<file path="src/tccs_pkg.sv">
package tccs_pkg;

  localparam int DEF_COLS = 80;
  localparam int DEF_ROWS = 25;

  localparam int ROW_W  = 6;
  localparam int COL_W  = 8;
  localparam int CELL_W = 16;

  localparam logic [CELL_W-1:0] RESET_CELL = 16'h0F20;
  localparam logic [7:0]        CH_SPACE   = 8'h20;
  localparam logic [7:0]        CH_LF      = 8'd10;
  localparam logic [7:0]        CH_CR      = 8'd13;

  localparam logic [1:0] REG_FG     = 2'd0;
  localparam logic [1:0] REG_BG     = 2'd1;
  localparam logic [1:0] REG_SCROLL = 2'd2;

  typedef enum logic [1:0] {
    ACT_PUT,
    ACT_CLEAR,
    ACT_SETCUR,
    ACT_READ
  } act_t;

  typedef enum logic [2:0] {
    OP_CHAR,
    OP_LF,
    OP_CR,
    OP_CLEAR,
    OP_SETCUR,
    OP_READ
  } op_t;

  typedef struct packed {
    op_t              op;
    logic [7:0]       ch;
    logic [ROW_W-1:0] row;
    logic [COL_W-1:0] col;
  } cmd_t;

  typedef struct packed {
    logic valid;
    cmd_t cmd;
  } cmd_word_t;

  typedef struct packed {
    logic pop;
    logic init_busy;
  } back_stat_t;

endpackage

</file>
<file path="src/tccs_front.sv">
module tccs_front import tccs_pkg::*; #(
  parameter int SCREEN_COLS = DEF_COLS,
  parameter int SCREEN_ROWS = DEF_ROWS
) (
  input  logic       clk,
  input  logic       rst_n,
  input  logic       start,
  output logic       busy,
  input  logic [1:0] in_action,
  input  logic [7:0] in_char_code,
  input  logic [4:0] in_target_row,
  input  logic [6:0] in_target_col,
  input  back_stat_t stat,
  output cmd_word_t  word
);

  localparam int RMAX = SCREEN_ROWS - 1;
  localparam int CMAX = SCREEN_COLS - 1;

  cmd_t       q_r [2];
  logic       wp_r, wp_nxt;
  logic       rp_r, rp_nxt;
  logic [1:0] cnt_r, cnt_nxt;
  cmd_t       cls;
  logic       accept;

  always_comb begin
    cls.ch  = in_char_code;
    cls.row = (int'(in_target_row) > RMAX) ? ROW_W'(RMAX) : ROW_W'(in_target_row);
    cls.col = (int'(in_target_col) > CMAX) ? COL_W'(CMAX) : COL_W'(in_target_col);
    unique case (act_t'(in_action))
      ACT_PUT: begin
        if (in_char_code == CH_LF) begin
          cls.op = OP_LF;
        end else if (in_char_code == CH_CR) begin
          cls.op = OP_CR;
        end else begin
          cls.op = OP_CHAR;
        end
      end
      ACT_CLEAR:  cls.op = OP_CLEAR;
      ACT_SETCUR: cls.op = OP_SETCUR;
      ACT_READ:   cls.op = OP_READ;
      default:    cls.op = OP_READ;
    endcase
  end

  assign busy   = (cnt_r == 2'd2) || stat.init_busy;
  assign accept = start && !busy;

  assign word.valid = (cnt_r != 2'd0);
  assign word.cmd   = q_r[rp_r];

  always_comb begin
    wp_nxt  = accept ? !wp_r : wp_r;
    rp_nxt  = stat.pop ? !rp_r : rp_r;
    cnt_nxt = cnt_r + {1'b0, accept} - {1'b0, stat.pop};
  end

  always_ff @(posedge clk) begin
    if (!rst_n) begin
      wp_r  <= 1'b0;
      rp_r  <= 1'b0;
      cnt_r <= 2'd0;
    end else begin
      wp_r  <= wp_nxt;
      rp_r  <= rp_nxt;
      cnt_r <= cnt_nxt;
    end
    if (accept) begin
      q_r[wp_r] <= cls;
    end
  end

endmodule

</file>
<file path="config.mk">
export PLATFORM = sky130hd
export DESIGN_NAME = tccs_front
export DESIGN_NICKNAME = d
export VERILOG_FILES = /design/src/tccs_pkg.sv /design/src/tccs_front.sv
export SDC_FILE = /design/constraint.sdc
export NUM_CORES = 1
export LEC_CHECK = 0
export BUFFER_PORTS_ARGS = -buffer_cell sky130_fd_sc_hd__buf_2
export CAP_MARGIN = 10
export CORE_MARGIN = 1.5
export CORE_UTILIZATION = 50
export DETAILED_ROUTE_END_ITERATION = 12
export GPL_ROUTABILITY_DRIVEN = 0
export PLACE_DENSITY_LB_ADDON = 0.2
export RECOVER_POWER = 50
export SKIP_LAST_GASP = 1
export SLEW_MARGIN = 20
export SYNTH_ARGS = -nofsm -noshare
export SYNTH_HDL_FRONTEND = slang
export SYNTH_SLANG_ARGS = --single-unit
</file>
<file path="constraint.sdc">
create_clock -name clk -period 2.8 [get_ports clk]
set_input_delay 0.42 -clock clk [delete_from_list [all_inputs] [get_ports clk]]
set_output_delay 0.42 -clock clk [all_outputs]
set_load 0.01 [all_outputs]
</file>
# Word-level counts from Yosys, hierarchy flattened
# Memory sizes are Yosys's and may differ from the RTL's. A register that Yosys moved wholly into a read port is not among the register bits.
# Cells that the tools add are included.
[classes]
eq_ne = 6
n_addsub = 2
reduce_logical = 7
order_cmp = 2
mux = 9
[ops]
columns = ["operator", "count"]
rows = [
  ["$eq A8 B4 Y1 const B", 2],
  ["$pmux W3 S4", 1],
  ["$gt A7 B7 Y1 const B", 1],
  ["$mux W7", 1],
  ["$eq A2 B2 Y1 const B", 3],
  ["$gt A5 B5 Y1 const B", 1],
  ["$mux W5", 1],
  ["$mux W1", 4],
  ["$mux W2", 2],
  ["$logic_not A1 Y1", 3],
  ["$add A2 B1 Y2", 1],
  ["$eq A2 B1 Y1 const B", 1],
  ["$logic_not A2 Y1", 1],
  ["$reduce_bool A2 Y1", 1],
  ["$sub A2 B1 Y2", 1],
  ["$logic_and A1 B1 Y1", 1],
  ["$logic_or A1 B1 Y1", 1],
]
[word_totals]
input_bits = 27
regBits = 4
word_cells = 30
ramBits = 46
memories = 1
out_inout_bits = 27
[memory_table]
columns = ["name", "depth", "width", "read_ports", "rd_ports_with_merged_regs", "wr", "line", "rtl"]
rows = [
  ["q_r", 2, 23, 1, 1, 1, "tccs_front.sv:20", "cmd_t q_r [2];"],
]

# Depth between registers and ports, before layout
# Gate-level depths: netlist of run 1.
[logic_depth]
word_depth = 6
ltp_mapped = 9
ltp_nobuf = 8

# Worst setup path after synthesis of run 1
# OpenSTA, ideal clock, no wires.
[synth_timing]
path_kind = "input -> register"
startpoint = "input stat[0] (netlist name)"
endpoint = "memory q_r[0][0] (netlist name), enable pin"
setup_time_ps = 403
arrival_ps = 1911
path_stages = 3
path_buffers = 1
required_ps = 2397
setup_slack_ps = 486
path_cell_list = "or3b_1 buf_2 nor2_1"
[synth_between]
elab_chain_cells = 5
[synth_rtl]
columns = ["item", "line", "rtl"]
rows = [
  ["start, declared", "tccs_front.sv:13", "input back_stat_t stat,"],
  ["$logic_or A1 B1 Y1", "tccs_front.sv:48", "assign busy = (cnt_r == 2'd2) || stat.init_busy;"],
  ["$logic_not A1 Y1", "tccs_front.sv:49", "assign accept = start && !busy;"],
  ["$logic_and A1 B1 Y1", "tccs_front.sv:49", ""],
  ["$mux W1", "tccs_front.sv:70", "if (accept) begin"],
  ["$mux W1 (not written as such)", "tccs_front.sv:71", "q_r[wp_r] <= cls;"],
  ["end, declared", "tccs_front.sv:20", ""],
]
# No other way between the ends.

# Final worst setup path of run 1
[layout_timing]
startpoint = "register cnt_r[1]"
endpoint = "memory q_r[0][19] (netlist name), enable pin"
[layout_between]
elab_chain_cells = 6
[layout_rtl]
columns = ["item", "line", "rtl"]
rows = [
  ["start, declared", "tccs_front.sv:23", "logic [1:0] cnt_r, cnt_nxt;"],
  ["start signal, assigned", "tccs_front.sv:68", "cnt_r <= cnt_nxt;"],
  ["$eq A2 B2 Y1", "tccs_front.sv:48", ""],
  ["$logic_or A1 B1 Y1", "tccs_front.sv:48", ""],
  ["$logic_not A1 Y1", "tccs_front.sv:49", ""],
  ["$logic_and A1 B1 Y1", "tccs_front.sv:49", ""],
  ["$mux W1", "tccs_front.sv:70", ""],
  ["$mux W1 (not written as such)", "tccs_front.sv:71", ""],
]
# No other way between the ends.

==> reports/qor.yml, run 1 <==
yosys:
  syn_inst: 125
  ys_types: 26
  ys_warn_count: 0
  syn_area_per_cell_um2: 16.4
  ys.flop_type: "edfxtp_1"
  synthArstFlopShare: 0
  ys_seq_elements: 51
  synth_area_um2: 2050
  synth-edff-count: 46
  synth_seq_area_share: 0.724
worst_setup_path:
  r2r_slack_ps: 640
  cp-start-kind: "register"
  end_kind: "register"
  cp_data_arrival_time_ps: 2090
  critical_path_class: "register to register"
  worstPathRequired_ps: 2730
  ff2ff_path_depth: 4
  rr_endpoint: "q_r[0][19]$_DFFE_PP_"
  worstPathMaxFanout: 15
  r2r-start: "cnt_r[1]$_SDFF_PN0_"
floorplan:
  rows: 23
  ios: 54
  dieArea_um2: 4480
  core_um2: 3970
  die_h_um: 67.0
  die_width_um: 67.0
  start_util: 0.515
place:
  portBuffers: 51
  pre_cts_ws_ps: 712
  dpl-instance-area_um2: 2360
  dp_cells: 222
  dpl.hpwl_mm: 2.38
power_and_ir_drop:
  leakagePower_nw: 0.914
  ir_drop_mv: 0.354
  p_comb_frac: 0.128
  pwr-share-clk: 0.312
  switching_share: 0.221
  power.switching_mw: 0.350
  seq_power_share: 0.560
  p_int_mw: 1.23
  power_density_nw_per_um2: 651
timing:
  slew_headroom: 0.407
  rsz0062_at_grt: "false"
  setup_violations: 0
  fmax_ghz: 0.464
  worstMarginPinSlew_ps: 890
  hold_violations: 0
  period_share: 0.771
  hold_ws_ps: 353
  setup_slack_ps: 643
  post-route-min-period_ps: 2160
  tns_ps: 0
  slew_violations: 0
  skew_ps: 7.13
run:
  cap_violations: 0
clocking:
  clock_path_buffers: 2
  cts_hold_buffers: 0
  cts.sinks: 51
  cts_max_level: 2
  cts_setup_buffers: 0
  cts_resized: 0
  root_buffer: "clkbuf_8"
  clk_latency_ps: 300
  cts_tree: "yes"
  numCtsBuffers: 5
  cts.clk_slew.worst_paths_ps: 90
route:
  via_count: 1148
  drt_iter0_markers: 80
  via_per_inst: 4.99
  wl_per_cell_um: 14.7
  first_pass_iters: 4
  routed_wirelength_mm: 3.39
  drc_errors: 0
  drtAntennaViolNets: 0
worst_hold_path:
  hp-start: "in_target_row[4]"
  holdPathStages: 1
  holdCritPathClass: "input pin to register"
  min_to: "q_r[0][11]$_DFFE_PP_"
cells_and_area:
  diodes: 0
  layout_commonest_cell: "edfxtp_1"
  fill_cells: 312
  layout-drive-gt1-share: 0.411
  areaGrowthSynthToFinish_pct: 19.0
  final_nets: 208
  final_cells: 230
  final_cell_mix: "edfxtp_1 (46), buf_2 (37), mux2_2 (23)"
  final_area_um2: 2430
global_route:
  grt_pass1_wl_mm: 5.24
  globalRouteTotalUtil: 0.167
  grt_pass1_vias: 1150
  grt_max_degree: 24
  grt-ovfl-total: 0
  antenna_found_initial: 0
outcome:
  outcome: "finished, final reports clean"
-- state kept, by name, summed over array words and instances, names as in the netlist, named ones only --
name and cells:
q_r 46, cnt_r 2, rp_r 1, wp_r 1
-- Yosys cell counts (3+ instances only) --
cell type / instances / area (um^2)
buf_2: 3 / 15.0
nand2_1: 4 / 15.0
and2_1: 4 / 25.0
dfxtp_1: 5 / 100
nor2_1: 8 / 30.0
mux2_2: 23 / 259
inv_1: 4 / 15.0
edfxtp_1: 46 / 1380
clkbuf_1: 4 / 15.0
nand2b_1: 4 / 25.0
-- critical path, stage by stage (launching register included) --
cell	delay, ps
dfxtp_1	340
nor2b_1	150
or3b_1	440
nor2_1	170
clkbuf_1	690
-- layout make-up --
class / count / area, um^2 / share of cell area
Timing Repair Buffer: 55 / 260 / 0.107
Inverter: 4 / 15.0 / 0.00617
Clock inverter: 3 / 43.8 / 0.0180
Clock buffer: 5 / 68.8 / 0.0283
Tap cell: 50 / 62.6 / 0.0257
Multi-Input combinational cell: 62 / 503 / 0.207
Sequential cell: 51 / 1480 / 0.608
-- worst max path at each step --
stage	start	end	slack [ps]	cells after the start
2_1_floorplan	stat[0]	q_r[0][0]$_DFFE_PP_	490	3
4_1_cts	cnt_r[1]$_SDFF_PN0_	cnt_r[1]$_SDFF_PN0_	790	8
5_1_grt	cnt_r[1]$_SDFF_PN0_	q_r[0][19]$_DFFE_PP_	470	4
6_report	cnt_r[1]$_SDFF_PN0_	q_r[0][19]$_DFFE_PP_	640	4
3_5_place_dp	stat[0]	cnt_r[1]$_SDFF_PN0_	710	8
3_3_place_gp	stat[0]	cnt_r[1]$_SDFF_PN0_	810	8
-- metrics by stage --
stage                     power, mW   util
after floorplan                1.04      -
after detailed placement       1.12  0.594
after CTS                      1.61  0.622
final                          1.58  0.613
after global routing           1.65  0.613
after global placement         1.11  0.594
-- routing by layer --
layer,GRT usage,wire length [um]
met5,0,0
met2,0.290,1780
met1,0.184,1310
met3,0.0608,240
met4,0.0689,55
-- cell families after synthesis --
family | count (synthesis) | share of synthesized area
flops | 51 | 0.724
simple gates | 29 | 0.0801
mux | 24 | 0.131
buf+inv | 13 | 0.0293
compound gates | 3 | 0.0122
fa+ha+maj | 2 | 0.0122
xor+xnor | 2 | 0.00856
other cells | 1 | 0.00183
-- power groups by stage --
stage / sequential (mW) / combinational (mW) / clock (mW)
6_report: 0.887 / 0.203 / 0.494
5_1_grt: 0.891 / 0.226 / 0.536
4_1_cts: 0.889 / 0.217 / 0.508
3_5_place_dp: 0.906 / 0.215 / 0
3_3_place_gp: 0.903 / 0.206 / 0
2_1_floorplan: 0.904 / 0.132 / 0
Power figures use the tool's default switching activity.
==> run 2: changes to the inputs <==
CORE_UTILIZATION = 46   (was 50)
clock period = 1.74 ns   (was 2.8 ns; I/O delays follow)
==> run 2 against run 1 <==
Compared with the run above:
- the run now ends with negative setup slack left
- global-route usage is 0.85 points lower
- core utilization is 2.5 points lower
- worst hold slack got worse by 160 ps
- die area is 8.3% higher
- critical endpoint is now cnt_r[1]$_SDFF_PN0_
- largest power group unchanged
- highest routed layer unchanged
==> reports/qor.yml, run 2 (synthesis results as in run 1) <==
place:
  dpl-instance-area_um2: 2410
  portBuffers: 51
  dp_cells: 226
  pre_cts_ws_ps: -181
  dpl.hpwl_mm: 2.40
route:
  routed_wirelength_mm: 3.46
  via_per_inst: 4.87
  drc_errors: 0
  via_count: 1134
  drt_iter0_markers: 77
  first_pass_iters: 4
  drtAntennaViolNets: 0
  wl_per_cell_um: 14.9
clocking:
  root_buffer: "clkbuf_8"
  cts_max_level: 2
  numCtsBuffers: 5
  cts.sinks: 51
  clock_path_buffers: 2
  cts.clk_slew.worst_paths_ps: 90
  cts_tree: "yes"
  cts_setup_buffers: 0
  clk_latency_ps: 290
floorplan:
  dieArea_um2: 4860
  ios: 54
  die_width_um: 69.7
  core_um2: 4320
  die_h_um: 69.7
  rows: 24
  start_util: 0.473
global_route:
  grt_max_degree: 24
  grt-ovfl-total: 0
  grt_pass1_wl_mm: 5.77
  antenna_found_initial: 0
  globalRouteTotalUtil: 0.159
  grt_pass1_vias: 1181
cells_and_area:
  regArea_um2: 1480
  areaGrowthSynthToFinish_pct: 24.3
  final_area_um2: 2540
  top_regs: "q_r (46), cnt_r (2)"
  layout_commonest_cell: "edfxtp_1"
  largest_reg_flops: 46
  diodes: 0
  top_register: "q_r"
  final_cells: 233
  final_nets: 210
  fill_cells: 358
  layout-drive-gt1-share: 0.486
  multi_input_area_um2: 553
  final_cell_mix: "edfxtp_1 (46), buf_2 (39), mux2_2 (23)"
worst_setup_path:
  worstPathMaxFanout: 2
  end_kind: "register"
  worstPathRequired_ps: 1950
  cp-start-kind: "register"
  cp_data_arrival_time_ps: 2120
  critical_path_class: "register to register"
power_and_ir_drop:
  ir_drop_mv: 0.675
  power_density_nw_per_um2: 1020
  leakagePower_nw: 0.946
timing:
  tns_ps: -174
  hold_violations: 0
  slew_violations: 0
  rsz0062_at_grt: "true"
  period_share: 1.10
  post-route-min-period_ps: 1910
  skew_ps: 7.36
  setup_slack_ps: -174
  setup_violations: 1
  fmax_ghz: 0.523
run:
  cap_violations: 0
worst_hold_path:
  holdCritPathClass: "input pin to register"
outcome:
  violations: "negative setup slack"
  outcome: "finished with violations"
## run 2: repair_timing
item,4_1_cts,5_1_grt
hold buffers,0,0
endpoints found under the setup margin,1,1
pin swaps,0,3
gates resized for setup,3,7
## run 2: final cells by class
class	instances	area share
clock inverter	1	0.0118
clock buffer	6	0.0285
multi-input combinational	62	0.218
timing repair buffer	57	0.127
inverter	4	0.00591
sequential	51	0.584
tap	52	0.0256
## run 2: where the power goes
group / leakage (nW) / internal (mW) / switching (mW)
sequential: 0.463 / 1.41 / 0.0220
combinational: 0.432 / 0.199 / 0.197
clock: 0.0513 / 0.421 / 0.349
## run 2: worst max-delay path: stages (launching register included)
cell	delay [ps]
dfxtp_2	330
nor2b_4	120
or3b_4	410
ha_4	270
inv_1	30
ha_2	170
xor2_2	160
and2_4	150
nor3_4	190
## run 2: final timing paths
kind              slack [ps]                 from              endpoint  cells past startpoint
hold / removal           190     in_target_row[3]  q_r[0][10]$_DFFE_PP_                      1
hold reg to reg          490    wp_r$_SDFFE_PN0P_     wp_r$_SDFFE_PN0P_                      2
setup / recovery        -170  cnt_r[1]$_SDFF_PN0_   cnt_r[1]$_SDFF_PN0_                      8
setup reg to reg        -170  cnt_r[1]$_SDFF_PN0_   cnt_r[1]$_SDFF_PN0_                      8
## run 2: layer usage
layer / up-vias / track usage / wire (um)
li1: 554 / - / -
met1: 542 / 0.185 / 1380
met2: 36 / 0.271 / 1850
met3: 2 / 0.0596 / 216
met4: 0 / 0.0513 / 12
met5: - / 0 / 0
## run 2: per-stage QoR
step / util / total power [mW] / hold WS [ps]
after global placement: 0.558 / 1.81 / 463
after global routing: 0.588 / 2.72 / 204
after CTS: 0.584 / 2.61 / 152
final: 0.588 / 2.60 / 194
after detailed placement: 0.558 / 1.83 / 469
after floorplan: - / 1.67 / 360
